[src/design/psq_pkg.sv]
// psq_pkg: shared types, codes and pitch tables for the pitch scale quantiser.
// Used by psq_note_find and pitch_scale_quantiser; no dependencies.
package psq_pkg;

  // Fraction bits of the Q(24-F).F frequency format.
  localparam int FREQ_FRAC_BITS = 8;

  localparam int FREQ_W = 24;
  localparam int TAB_W  = 34;   // table entries: Hz in Q.24, below 2^33
  localparam int OCT_W  = 8;    // signed octave / shift amounts

  localparam logic [FREQ_W-1:0] FMAX = '1;

  // Right shift from a Q.24 table value to Q.F at octave 0.
  localparam logic signed [OCT_W-1:0] QF_BASE_SH = 8'(24 - FREQ_FRAC_BITS);

  // Register indexes
  localparam logic REG_SCALE_MODE = 1'b0;
  localparam logic REG_TRANSPOSE  = 1'b1;

  // scale_mode codes
  localparam logic [3:0] MODE_FREE     = 4'd0;
  localparam logic [3:0] MODE_CHROM    = 4'd1;
  localparam logic [3:0] MODE_MAJOR    = 4'd2;
  localparam logic [3:0] MODE_MINOR    = 4'd3;
  localparam logic [3:0] MODE_PENT     = 4'd4;
  localparam logic [3:0] MODE_MPENT    = 4'd5;
  localparam logic [3:0] MODE_JUST_MAJ = 4'd6;
  localparam logic [3:0] MODE_JUST_MIN = 4'd7;
  localparam logic [3:0] MODE_PYTH_MAJ = 4'd8;
  localparam logic [3:0] MODE_PYTH_MIN = 4'd9;

  typedef struct packed {
    logic [FREQ_W-1:0] freq_in;
    logic              transpose_on;
  } req_t;

  typedef struct packed {
    logic [FREQ_W-1:0] freq_out;
    logic              clipped;
  } rsp_t;

  // Note split into octave (relative to C4) and pitch class.
  typedef struct packed {
    logic signed [OCT_W-1:0] oct;
    logic [3:0]              pc;
  } note_t;

  typedef struct packed {
    logic              clip;
    logic [FREQ_W-1:0] val;
  } qf_t;

  // Equal-tempered C4..B4, Hz in Q.24, rounded to nearest.
  localparam logic [TAB_W-1:0] ET_TAB [12] = '{
    34'((64'd2616255653 * 64'd16777216 + 64'd5000000) / 64'd10000000),
    34'((64'd2771826310 * 64'd16777216 + 64'd5000000) / 64'd10000000),
    34'((64'd2936647679 * 64'd16777216 + 64'd5000000) / 64'd10000000),
    34'((64'd3111269837 * 64'd16777216 + 64'd5000000) / 64'd10000000),
    34'((64'd3296275569 * 64'd16777216 + 64'd5000000) / 64'd10000000),
    34'((64'd3492282314 * 64'd16777216 + 64'd5000000) / 64'd10000000),
    34'((64'd3699944227 * 64'd16777216 + 64'd5000000) / 64'd10000000),
    34'((64'd3919954360 * 64'd16777216 + 64'd5000000) / 64'd10000000),
    34'((64'd4153046976 * 64'd16777216 + 64'd5000000) / 64'd10000000),
    34'((64'd4400000000 * 64'd16777216 + 64'd5000000) / 64'd10000000),
    34'((64'd4661637615 * 64'd16777216 + 64'd5000000) / 64'd10000000),
    34'((64'd4938833013 * 64'd16777216 + 64'd5000000) / 64'd10000000)
  };

  localparam logic [TAB_W-1:0] TQ_C  =
    34'((64'd2616256000 * 64'd16777216 + 64'd5000000) / 64'd10000000);
  localparam logic [TAB_W-1:0] TQ_D  =
    34'((64'd2943288000 * 64'd16777216 + 64'd5000000) / 64'd10000000);
  localparam logic [TAB_W-1:0] TQ_F  =
    34'((64'd3488341330 * 64'd16777216 + 64'd5000000) / 64'd10000000);
  localparam logic [TAB_W-1:0] TQ_G  =
    34'((64'd3924384000 * 64'd16777216 + 64'd5000000) / 64'd10000000);
  localparam logic [TAB_W-1:0] TQ_JE =
    34'((64'd3270320000 * 64'd16777216 + 64'd5000000) / 64'd10000000);
  localparam logic [TAB_W-1:0] TQ_JA =
    34'((64'd4360426700 * 64'd16777216 + 64'd5000000) / 64'd10000000);
  localparam logic [TAB_W-1:0] TQ_JB =
    34'((64'd4905480000 * 64'd16777216 + 64'd5000000) / 64'd10000000);
  localparam logic [TAB_W-1:0] TQ_JEB =
    34'((64'd3139507200 * 64'd16777216 + 64'd5000000) / 64'd10000000);
  localparam logic [TAB_W-1:0] TQ_JAB =
    34'((64'd4186009600 * 64'd16777216 + 64'd5000000) / 64'd10000000);
  localparam logic [TAB_W-1:0] TQ_PE =
    34'((64'd3311199000 * 64'd16777216 + 64'd5000000) / 64'd10000000);
  localparam logic [TAB_W-1:0] TQ_PA =
    34'((64'd4414932000 * 64'd16777216 + 64'd5000000) / 64'd10000000);
  localparam logic [TAB_W-1:0] TQ_PB =
    34'((64'd4966798500 * 64'd16777216 + 64'd5000000) / 64'd10000000);
  localparam logic [TAB_W-1:0] TQ_PEB =
    34'((64'd3100748000 * 64'd16777216 + 64'd5000000) / 64'd10000000);
  localparam logic [TAB_W-1:0] TQ_PAB =
    34'((64'd4134330000 * 64'd16777216 + 64'd5000000) / 64'd10000000);

  // Just major, just minor, Pythagorean major, Pythagorean minor; 7 degrees.
  localparam logic [TAB_W-1:0] TUNED_TAB [4][7] = '{
    '{TQ_C, TQ_D, TQ_JE,  TQ_F, TQ_G, TQ_JA,  TQ_JB},
    '{TQ_C, TQ_D, TQ_JEB, TQ_F, TQ_G, TQ_JAB, TQ_JB},
    '{TQ_C, TQ_D, TQ_PE,  TQ_F, TQ_G, TQ_PA,  TQ_PB},
    '{TQ_C, TQ_D, TQ_PEB, TQ_F, TQ_G, TQ_PAB, TQ_PB}
  };

  localparam logic [2:0] DEG_MAJOR [12] = '{0, 0, 1, 1, 2, 3, 3, 4, 4, 5, 5, 6};
  localparam logic [2:0] DEG_MINOR [12] = '{0, 0, 1, 2, 2, 3, 3, 4, 5, 5, 5, 6};

  // Semitones to step down to reach a scale note.
  localparam logic [1:0] DROP_MAJOR [12] = '{0, 1, 0, 1, 0, 0, 1, 0, 1, 0, 1, 0};
  localparam logic [1:0] DROP_MINOR [12] = '{0, 1, 0, 0, 1, 0, 1, 0, 0, 1, 2, 0};
  localparam logic [1:0] DROP_PENT  [12] = '{0, 1, 0, 1, 2, 0, 1, 0, 1, 0, 1, 2};
  localparam logic [1:0] DROP_MPENT [12] = '{0, 1, 2, 0, 1, 0, 1, 0, 1, 2, 0, 1};

  // Q.24 table value shifted right by sh, rounded half up, saturated.
  // Uses (t + 2^(sh-1)) >> sh == ((t >> (sh-1)) + 1) >> 1.
  function automatic qf_t to_qf(logic [TAB_W-1:0] t, logic signed [OCT_W-1:0] sh);
    qf_t             r;
    logic [5:0]      amt;
    logic [TAB_W-1:0] u;
    logic [TAB_W:0]  w;
    r.clip = 1'b0;
    r.val  = '0;
    if (sh <= 8'sd0) begin
      r.clip = 1'b1;
      r.val  = FMAX;
    end else begin
      amt = (sh > 8'sd34) ? 6'd34 : 6'(sh - 8'sd1);
      u   = t >> amt;
      w   = {1'b0, u} + {{TAB_W{1'b0}}, 1'b1};
      if (w[TAB_W:1] > {{(TAB_W-FREQ_W){1'b0}}, FMAX}) begin
        r.clip = 1'b1;
        r.val  = FMAX;
      end else begin
        r.val = w[FREQ_W:1];
      end
    end
    return r;
  endfunction

endpackage

[src/design/pitch_scale_quantiser.sv]
// pitch_scale_quantiser: top level, snaps a frequency to a musical scale.
// Depends on psq_pkg and psq_note_find.
//
//   port group   dir   handshake             beat contents
//   req_*        in    req_valid/req_stall   req_t: freq_in, transpose_on
//   rsp_*        out   rsp_valid/rsp_stall   rsp_t: freq_out, clipped
//   wr_*/reg_*   in    wr_en                 scale_mode (0), transpose (1)
//
// One beat per cycle sustained while rsp_stall is low. Each beat passes the
// input register, then the result register; all its work sits between them.
// rst is synchronous: both stages empty, scale_mode = chromatic,
// transpose = 0. A stalled result holds the result register; the input
// register still takes one more beat, and req_stall rises only when both
// registers hold a beat and rsp_stall is high.
module pitch_scale_quantiser import psq_pkg::*; (
  input  logic       clk,
  input  logic       rst,
  input  logic       req_valid,
  output logic       req_stall,
  input  req_t       req_data,
  output logic       rsp_valid,
  input  logic       rsp_stall,
  output rsp_t       rsp_data,
  input  logic       wr_en,
  input  logic       reg_index,
  input  logic [6:0] wr_data
);

  // Configuration
  logic [3:0]        scale_mode;
  logic signed [6:0] transpose;

  always_ff @(posedge clk) begin
    if (rst) begin
      scale_mode <= MODE_CHROM;
      transpose  <= '0;
    end else if (wr_en) begin
      case (reg_index)
        REG_SCALE_MODE: scale_mode <= wr_data[3:0];
        REG_TRANSPOSE:  transpose  <= $signed(wr_data);
        default: ;
      endcase
    end
  end

  // Pipeline control
  logic req_acc;
  logic out_ld;
  logic s1_valid;
  req_t s1_data;
  rsp_t result;

  assign out_ld    = s1_valid && (!rsp_valid || !rsp_stall);
  assign req_stall = s1_valid && rsp_valid && rsp_stall;
  assign req_acc   = req_valid && !req_stall;

  always_ff @(posedge clk) begin
    if (rst) begin
      s1_valid  <= 1'b0;
      rsp_valid <= 1'b0;
    end else begin
      if (req_acc) begin
        s1_valid <= 1'b1;
      end else if (out_ld) begin
        s1_valid <= 1'b0;
      end
      if (out_ld) begin
        rsp_valid <= 1'b1;
      end else if (!rsp_stall) begin
        rsp_valid <= 1'b0;
      end
    end
  end

  always_ff @(posedge clk) begin
    if (req_acc) begin
      s1_data <= req_data;
    end
    if (out_ld) begin
      rsp_data <= result;
    end
  end

  // Datapath: note detection
  note_t note;

  psq_note_find u_note (
    .freq (s1_data.freq_in),
    .note (note)
  );

  // Transpose: pc + t + 72 stays in 8..146, so div/mod 12 needs no sign care.
  // floor(s/12) = (s * 171) >> 11 holds across that range.
  logic signed [6:0]       t_eff;
  logic [7:0]              s_sum;
  logic [15:0]             q_prod;
  logic [3:0]              q;
  logic [3:0]              pc_t;
  logic signed [OCT_W-1:0] oct_t;

  assign t_eff  = s1_data.transpose_on ? transpose : 7'sd0;
  assign s_sum  = {4'b0, note.pc} + 8'(t_eff) + 8'd72;
  assign q_prod = {8'b0, s_sum} * 16'd171;
  assign q      = q_prod[14:11];
  assign pc_t   = 4'(s_sum - {1'b0, q, 3'b0} - {2'b0, q, 2'b0});
  assign oct_t  = note.oct + $signed({4'b0, q}) - 8'sd6;

  // Snap down to the scale; drop never crosses below C, so octave holds.
  logic [1:0] drop;
  logic [3:0] pc_s;
  logic [2:0] deg;
  logic [1:0] tsel;
  logic [TAB_W-1:0] tab_val;

  always_comb begin
    case (scale_mode)
      MODE_MAJOR, MODE_JUST_MAJ, MODE_PYTH_MAJ: drop = DROP_MAJOR[pc_t];
      MODE_MINOR, MODE_JUST_MIN, MODE_PYTH_MIN: drop = DROP_MINOR[pc_t];
      MODE_PENT:                                drop = DROP_PENT[pc_t];
      MODE_MPENT:                               drop = DROP_MPENT[pc_t];
      default:                                  drop = 2'd0;
    endcase
  end

  assign pc_s    = pc_t - {2'b0, drop};
  assign tsel    = 2'(scale_mode - MODE_JUST_MAJ);
  assign deg     = tsel[0] ? DEG_MINOR[pc_s] : DEG_MAJOR[pc_s];
  assign tab_val = (scale_mode >= MODE_JUST_MAJ) ? TUNED_TAB[tsel][deg] : ET_TAB[pc_s];

  qf_t snapped;
  assign snapped = to_qf(tab_val, QF_BASE_SH - oct_t);

  // Free mode: whole Hz of the transposed note plus the offset above note n.
  qf_t                     base;
  logic [FREQ_W-1:0]       delta;
  logic signed [OCT_W-1:0] whole_sh;
  logic [TAB_W-1:0]        whole;
  logic                    whole_big;
  logic [FREQ_W:0]         free_sum;
  rsp_t                    free_res;

  assign base      = to_qf(ET_TAB[note.pc], QF_BASE_SH - note.oct);
  assign delta     = (base.val > s1_data.freq_in) ? '0 : s1_data.freq_in - base.val;
  assign whole_sh  = 8'sd24 - oct_t;
  assign whole     = (whole_sh > 8'sd33) ? '0 : ET_TAB[pc_t] >> 6'(whole_sh);
  assign whole_big = whole > TAB_W'(FMAX >> FREQ_FRAC_BITS);
  assign free_sum  = {1'b0, FREQ_W'(whole << FREQ_FRAC_BITS)} + {1'b0, delta};

  always_comb begin
    if (whole_big || free_sum[FREQ_W]) begin
      free_res.freq_out = FMAX;
      free_res.clipped  = 1'b1;
    end else begin
      free_res.freq_out = free_sum[FREQ_W-1:0];
      free_res.clipped  = 1'b0;
    end
  end

  // Result select; zero input and unused modes bypass the datapath.
  always_comb begin
    if (scale_mode > MODE_PYTH_MIN) begin
      result.freq_out = s1_data.freq_in;
      result.clipped  = 1'b0;
    end else if (s1_data.freq_in == '0) begin
      result.freq_out = '0;
      result.clipped  = 1'b0;
    end else if (scale_mode == MODE_FREE) begin
      result = free_res;
    end else begin
      result.freq_out = snapped.val;
      result.clipped  = snapped.clip;
    end
  end

  // Checks
  a_stall_full: assert property (@(posedge clk) disable iff (rst)
    req_stall |-> (s1_valid && rsp_valid))
    else $error("req_stall with a free pipeline stage");

  a_load_shows: assert property (@(posedge clk) disable iff (rst)
    out_ld |=> rsp_valid)
    else $error("loaded result not presented");

  a_hold_s1: assert property (@(posedge clk) disable iff (rst)
    (s1_valid && !out_ld) |=> (s1_valid && $stable(s1_data)))
    else $error("input stage lost a waiting beat");

  a_clip_sat: assert property (@(posedge clk) disable iff (rst)
    (rsp_valid && rsp_data.clipped) |-> (rsp_data.freq_out == FMAX))
    else $error("clipped result not saturated");

  a_clip_mode: assert property (@(posedge clk) disable iff (rst)
    (rsp_valid && rsp_data.clipped) |-> (scale_mode <= MODE_PYTH_MIN))
    else $error("clip raised in pass-through mode");

endmodule

[src/design/psq_note_find.sv]
// psq_note_find: splits a Q.F frequency into octave and pitch class.
// Depends on psq_pkg (ET_TAB, note_t, FREQ_FRAC_BITS).
module psq_note_find import psq_pkg::*; (
  input  logic [FREQ_W-1:0] freq,
  output note_t             note
);

  logic [4:0]        lead;
  logic [FREQ_W-1:0] mant;
  logic [TAB_W-1:0]  mm9;
  logic              below;
  logic [TAB_W-1:0]  mm;
  logic [3:0]        pc;

  // Leading one position; a zero input is handled by the caller.
  always_comb begin
    lead = '0;
    for (int i = 0; i < FREQ_W; i++) begin
      if (freq[i]) begin
        lead = 5'(i);
      end
    end
  end

  // Normalize so the leading one sits at bit 32 of the compare word.
  assign mant  = freq << (5'(FREQ_W - 1) - lead);
  assign mm9   = {1'b0, mant, 9'b0};
  assign below = mm9 < ET_TAB[0];
  assign mm    = below ? {mm9[TAB_W-2:0], 1'b0} : mm9;

  always_comb begin
    pc = '0;
    for (int k = 1; k < 12; k++) begin
      if (mm >= ET_TAB[k]) begin
        pc = 4'(k);
      end
    end
  end

  assign note.oct = $signed({3'b0, lead}) - 8'(8 + FREQ_FRAC_BITS)
                    - $signed({7'b0, below});
  assign note.pc  = pc;

endmodule

[config.mk]
export PLATFORM = sky130hd
export DESIGN_NAME = pitch_scale_quantiser
export DESIGN_NICKNAME = d
export VERILOG_FILES = /design/src/design/psq_pkg.sv /design/src/design/pitch_scale_quantiser.sv /design/src/design/psq_note_find.sv
export SDC_FILE = /design/constraint.sdc
export NUM_CORES = 1
export LEC_CHECK = 0
export ABC_AREA = 1
export BUFFER_PORTS_ARGS = -buffer_cell sky130_fd_sc_hd__clkbuf_2
export CAP_MARGIN = 10
export CELL_PAD_IN_SITES_DETAIL_PLACEMENT = 0
export CELL_PAD_IN_SITES_GLOBAL_PLACEMENT = 1
export CORE_MARGIN = 3
export CORE_UTILIZATION = 45
export CTS_CLUSTER_SIZE = 40
export DETAILED_ROUTE_END_ITERATION = 16
export MAX_ROUTING_LAYER = met4
export PLACE_DENSITY = 0.91
export SETUP_SLACK_MARGIN = 0.3
export SLEW_MARGIN = 15
export SYNTH_ARGS = -nofsm -noshare
export SYNTH_HDL_FRONTEND = slang
export SYNTH_SLANG_ARGS = --single-unit
export TNS_END_PERCENT = 1
[constraint.sdc]
create_clock -name clk -period 18.45 [get_ports clk]
set_input_delay 1.845 -clock clk [delete_from_list [all_inputs] [get_ports clk]]
set_output_delay 1.845 -clock clk [all_outputs]
set_load 0.05 [all_outputs]
==> metrics.txt <==
# TYPE chip_impl_metric gauge
chip_impl_info{name="setup.worst_path.end_class",value="flop"} 1
chip_impl_metric{name="final_min_period_over_clock_period",unit="%"} 92.0
chip_impl_metric{name="cts_htree_levels",unit=""} 3
chip_impl_metric{name="grt_use_total",unit="%"} 30.3
chip_impl_info{name="synthTopCellsByArea",value="nand2_1 (18%), ha_1 (10%), nand3_1 (9.4%)"} 1
chip_impl_metric{name="synthesized_area",unit="um^2"} 17400
chip_impl_metric{name="drv_cap",unit=""} 0
chip_impl_metric{name="n_antenna_cell",unit=""} 0
chip_impl_metric{name="rows",unit=""} 71
chip_impl_metric{name="routed_wl",unit="um"} 64600
chip_impl_info{name="min-delay-path-class",value="reg -> reg"} 1
chip_impl_metric{name="clock_tree.buffer_depth",unit=""} 2
chip_impl_metric{name="crit_arrival",unit="ns"} 17.03
chip_impl_info{name="synthDominantAreaCellType",value="nand2_1"} 1
chip_impl_info{name="path_common_cell",value="nand2_1"} 1
chip_impl_metric{name="dp_worst_setup_slack",unit="ns"} -0.232
chip_impl_metric{name="wire_length_of_the_first_global_routing_pass",unit="um"} 99800
chip_impl_metric{name="drtAntennaViolNets",unit=""} 0
chip_impl_metric{name="grt_pass1_vias",unit=""} 18630
chip_impl_metric{name="dp_cells",unit=""} 3570
chip_impl_metric{name="final_layout_size_suffix_gt1_share",unit="%"} 9.76
chip_impl_metric{name="critPathRequiredTime",unit="ns"} 18.50
chip_impl_metric{name="drc",unit=""} 0
chip_impl_metric{name="nNetsFinal",unit=""} 3307
chip_impl_metric{name="port_buffers",unit=""} 64
chip_impl_metric{name="grt_met3_usage",unit="%"} 3.85
chip_impl_info{name="tritoncts",value="done"} 1
chip_impl_metric{name="dp.final_hpwl",unit="um"} 51900
chip_impl_metric{name="fraction_of_registers_with_async_set_or_reset_after_synthesis",unit="%"} 0
chip_impl_metric{name="gp_congestion",unit=""} 1.04
chip_impl_info{name="status",value="finished clean"} 1
chip_impl_metric{name="setup_ws",unit="ns"} 1.47
chip_impl_metric{name="post-route-min-period",unit="ns"} 16.98
chip_impl_metric{name="grt_util_met2",unit="%"} 46.9
chip_impl_metric{name="core",unit="um^2"} 37900
chip_impl_metric{name="clk_pin_slew",unit="ns"} 0.06
chip_impl_info{name="busiest_layer",value="met2"} 1
chip_impl_metric{name="total_global_routing_overflow",unit=""} 0
chip_impl_metric{name="syn_avg_cell_area",unit="um^2"} 5.63
chip_impl_metric{name="synthCells",unit=""} 3099
chip_impl_metric{name="netlist.area_leader.share",unit="%"} 18.0
chip_impl_info{name="root_buffer",value="clkbuf_16"} 1
chip_impl_metric{name="fin_cells",unit=""} 3626
chip_impl_metric{name="largest_net_degree_at_the_start_of_global_routing",unit=""} 40
chip_impl_info{name="synth_flop_cell",value="edfxtp_1"} 1
chip_impl_metric{name="fmax",unit="MHz"} 58.9
chip_impl_metric{name="syn-num-nets",unit=""} 3296
chip_impl_metric{name="die_w",unit="um"} 203
chip_impl_metric{name="cts-buffers-inserted",unit=""} 9
chip_impl_metric{name="routed-via-count",unit=""} 21137
chip_impl_info{name="worst_path_max_delay_cell",value="inv_1"} 1
chip_impl_metric{name="setup_viol",unit=""} 0
chip_impl_metric{name="tritoncts_num_sinks",unit=""} 63
chip_impl_metric{name="fin_worst_hold_slack",unit="ns"} 0.476
chip_impl_metric{name="worstPathMaxFanout",unit=""} 24
chip_impl_metric{name="timing.max_slew.rel_slack",unit="%"} 25.0
chip_impl_metric{name="first_pass_iters",unit=""} 6
chip_impl_metric{name="ys_seq_area_share",unit="%"} 10.1
chip_impl_metric{name="final-hold-violation-count",unit=""} 0
chip_impl_metric{name="initial_antenna_violation_count",unit=""} 1
chip_impl_info{name="yosys-top-cells-count",value="nand2_1 (835), inv_1 (339), nand3_1 (327), o21ai_0 (299), nor2_1 (289)"} 1
chip_impl_metric{name="synth-warning-count",unit=""} 0
chip_impl_metric{name="finClkSkew",unit="ns"} 0.0116
chip_impl_metric{name="top_level_ports",unit=""} 65
chip_impl_metric{name="drt-wirelength-per-cell",unit="um"} 17.8
chip_impl_info{name="setup.worst_path.start_class",value="flop"} 1
chip_impl_info{name="worstSetupPathType",value="reg -> reg"} 1
chip_impl_metric{name="tightestPinTransition",unit="ns"} 1.12
chip_impl_metric{name="post_synth_num_cell_types",unit=""} 75
chip_impl_metric{name="critical_path.max_stage_delay",unit="ns"} 0.60
chip_impl_metric{name="syn_to_final_growth",unit="%"} 7.92
chip_impl_metric{name="routed_via_density",unit=""} 5.83
chip_impl_metric{name="drtIter0Drc",unit=""} 2157
chip_impl_metric{name="floorplan.initialDensity",unit="%"} 46.0
chip_impl_metric{name="grt_util_met1",unit="%"} 42.5
chip_impl_metric{name="die_height",unit="um"} 203
chip_impl_info{name="top_count_cell_post_synth",value="nand2_1"} 1
chip_impl_metric{name="floorplan.die_area",unit="um^2"} 41200
chip_impl_metric{name="clk-insertion-delay-late",unit="ns"} 0.37
chip_impl_metric{name="synth-edff-count",unit=""} 50
chip_impl_metric{name="yosys_register_bits",unit=""} 63
chip_impl_metric{name="report.final.slew_viol_count",unit=""} 0
chip_impl_metric{name="holdBufCountCts",unit=""} 0
chip_impl_info{name="grt_setup_unrepaired",value="true"} 1
==> routing by layer <==
metal	part of all wire (%)	wire length [um]
met1	45	29400
met4	2.5	1640
met2	44	28600
met5	0	0
met3	7.7	4990
==> path summary, 6_finish.rpt <==
kind / slack [ns] / startpoint / depth (start not counted) / endpoint
max: 1.47 / s1_data[6] / 100 / rsp_data[12]
min: 0.48 / transpose[5] / 2 / transpose[5]
max reg2reg: 1.47 / s1_data[6] / 100 / rsp_data[12]
min reg2reg: 0.48 / transpose[5] / 2 / transpose[5]
==> layout by cell type (no fill, tap or decap), types with 10 or more instances in the layout <==
cell and instances:
nand2_1 827, inv_1 331, nand3_1 326, o21ai_0 285
nor2_1 273, a21oi_1 161, ha_1 141, clkbuf_2 65
buf_4 57, edfxtp_1 50, xor2_1 49, nor3_1 39
o21ai_1 37, o211ai_1 32, nand2_2 31, o22ai_1 28
nand4_1 27, nor2_2 25, inv_2 24, a31oi_1 21
xnor2_1 21, or2_2 17, mux2i_1 15, fa_1 15
clkinv_1 13, a211oi_1 13, dfxtp_1 13, nand2_4 12
or2_1 12, clkinvlp_4 10
==> metrics by stage <==
| stage | area (um^2) | utilization (%) | TNS [ns] |
|---|---|---|---|
| floorplan | 17400 | - | 0 |
| global placement | 18000 | 47.4 | 0 |
| global route | 18800 | 49.6 | 0 |
| CTS | 18300 | 48.3 | 0 |
| detailed placement | 18000 | 47.4 | -0.745 |
| finish | 18800 | 49.6 | 0 |
==> state kept, by name, indices dropped and copies added, names as in the netlist <==
signal and count:
rsp_valid 1, transpose 7, rsp_data 25, s1_data 25, s1_valid 1, scale_mode 4
==> repair_timing <==
| item | in CTS | in global routing |
|---|---|---|
| gates resized for setup | 7 | 70 |
| pin swaps | 0 | 12 |
| setup endpoints to repair | 23 | 25 |
| setup buffers | 2 | 33 |
| gates cloned | 0 | 5 |
==> area by class of cell <==
| type | count | area [um^2] |
|---|---|---|
| Inverter | 377 | 1450 |
| Clock inverter | 7 | 55.1 |
| Tap cell | 511 | 639 |
| Multi-Input combinational cell | 2535 | 13900 |
| Clock buffer | 9 | 225 |
| Fill cell | 4123 | 19100 |
| Sequential cell | 63 | 1760 |
| Timing Repair Buffer | 124 | 783 |
==> critical path: cells and delay by family, from the launching register on <==
| family | cells | cell delay [ns] |
|---|---|---|
| AO/OA/AOI/OAI | 19 | 3.34 |
| XOR/XNOR | 5 | 0.95 |
| adder cells (fa/ha/maj) | 11 | 3.66 |
| buffers and inverters | 21 | 3.10 |
| flip-flops | 1 | 0.49 |
| AND/OR/NAND/NOR | 44 | 5.07 |
==> logic make-up (layout without fill, tap and decap cells) <==
group                      Yosys count  in the layout  synth area share, %
and+or+nand+nor                   1623           1628                 40.0
AOI/OAI and AO/OA                  662            662                 21.8
buffers and inverters              506            517                 11.7
adders and majority gates          159            159                 12.1
xor gates and xnor gates            71             71                 3.56
DFF                                 63             63                 10.1
muxes                               15             15                0.861
Power is not shown: default switching activity piles up to over one toggle a cycle in this logic, so the estimate is an artifact.
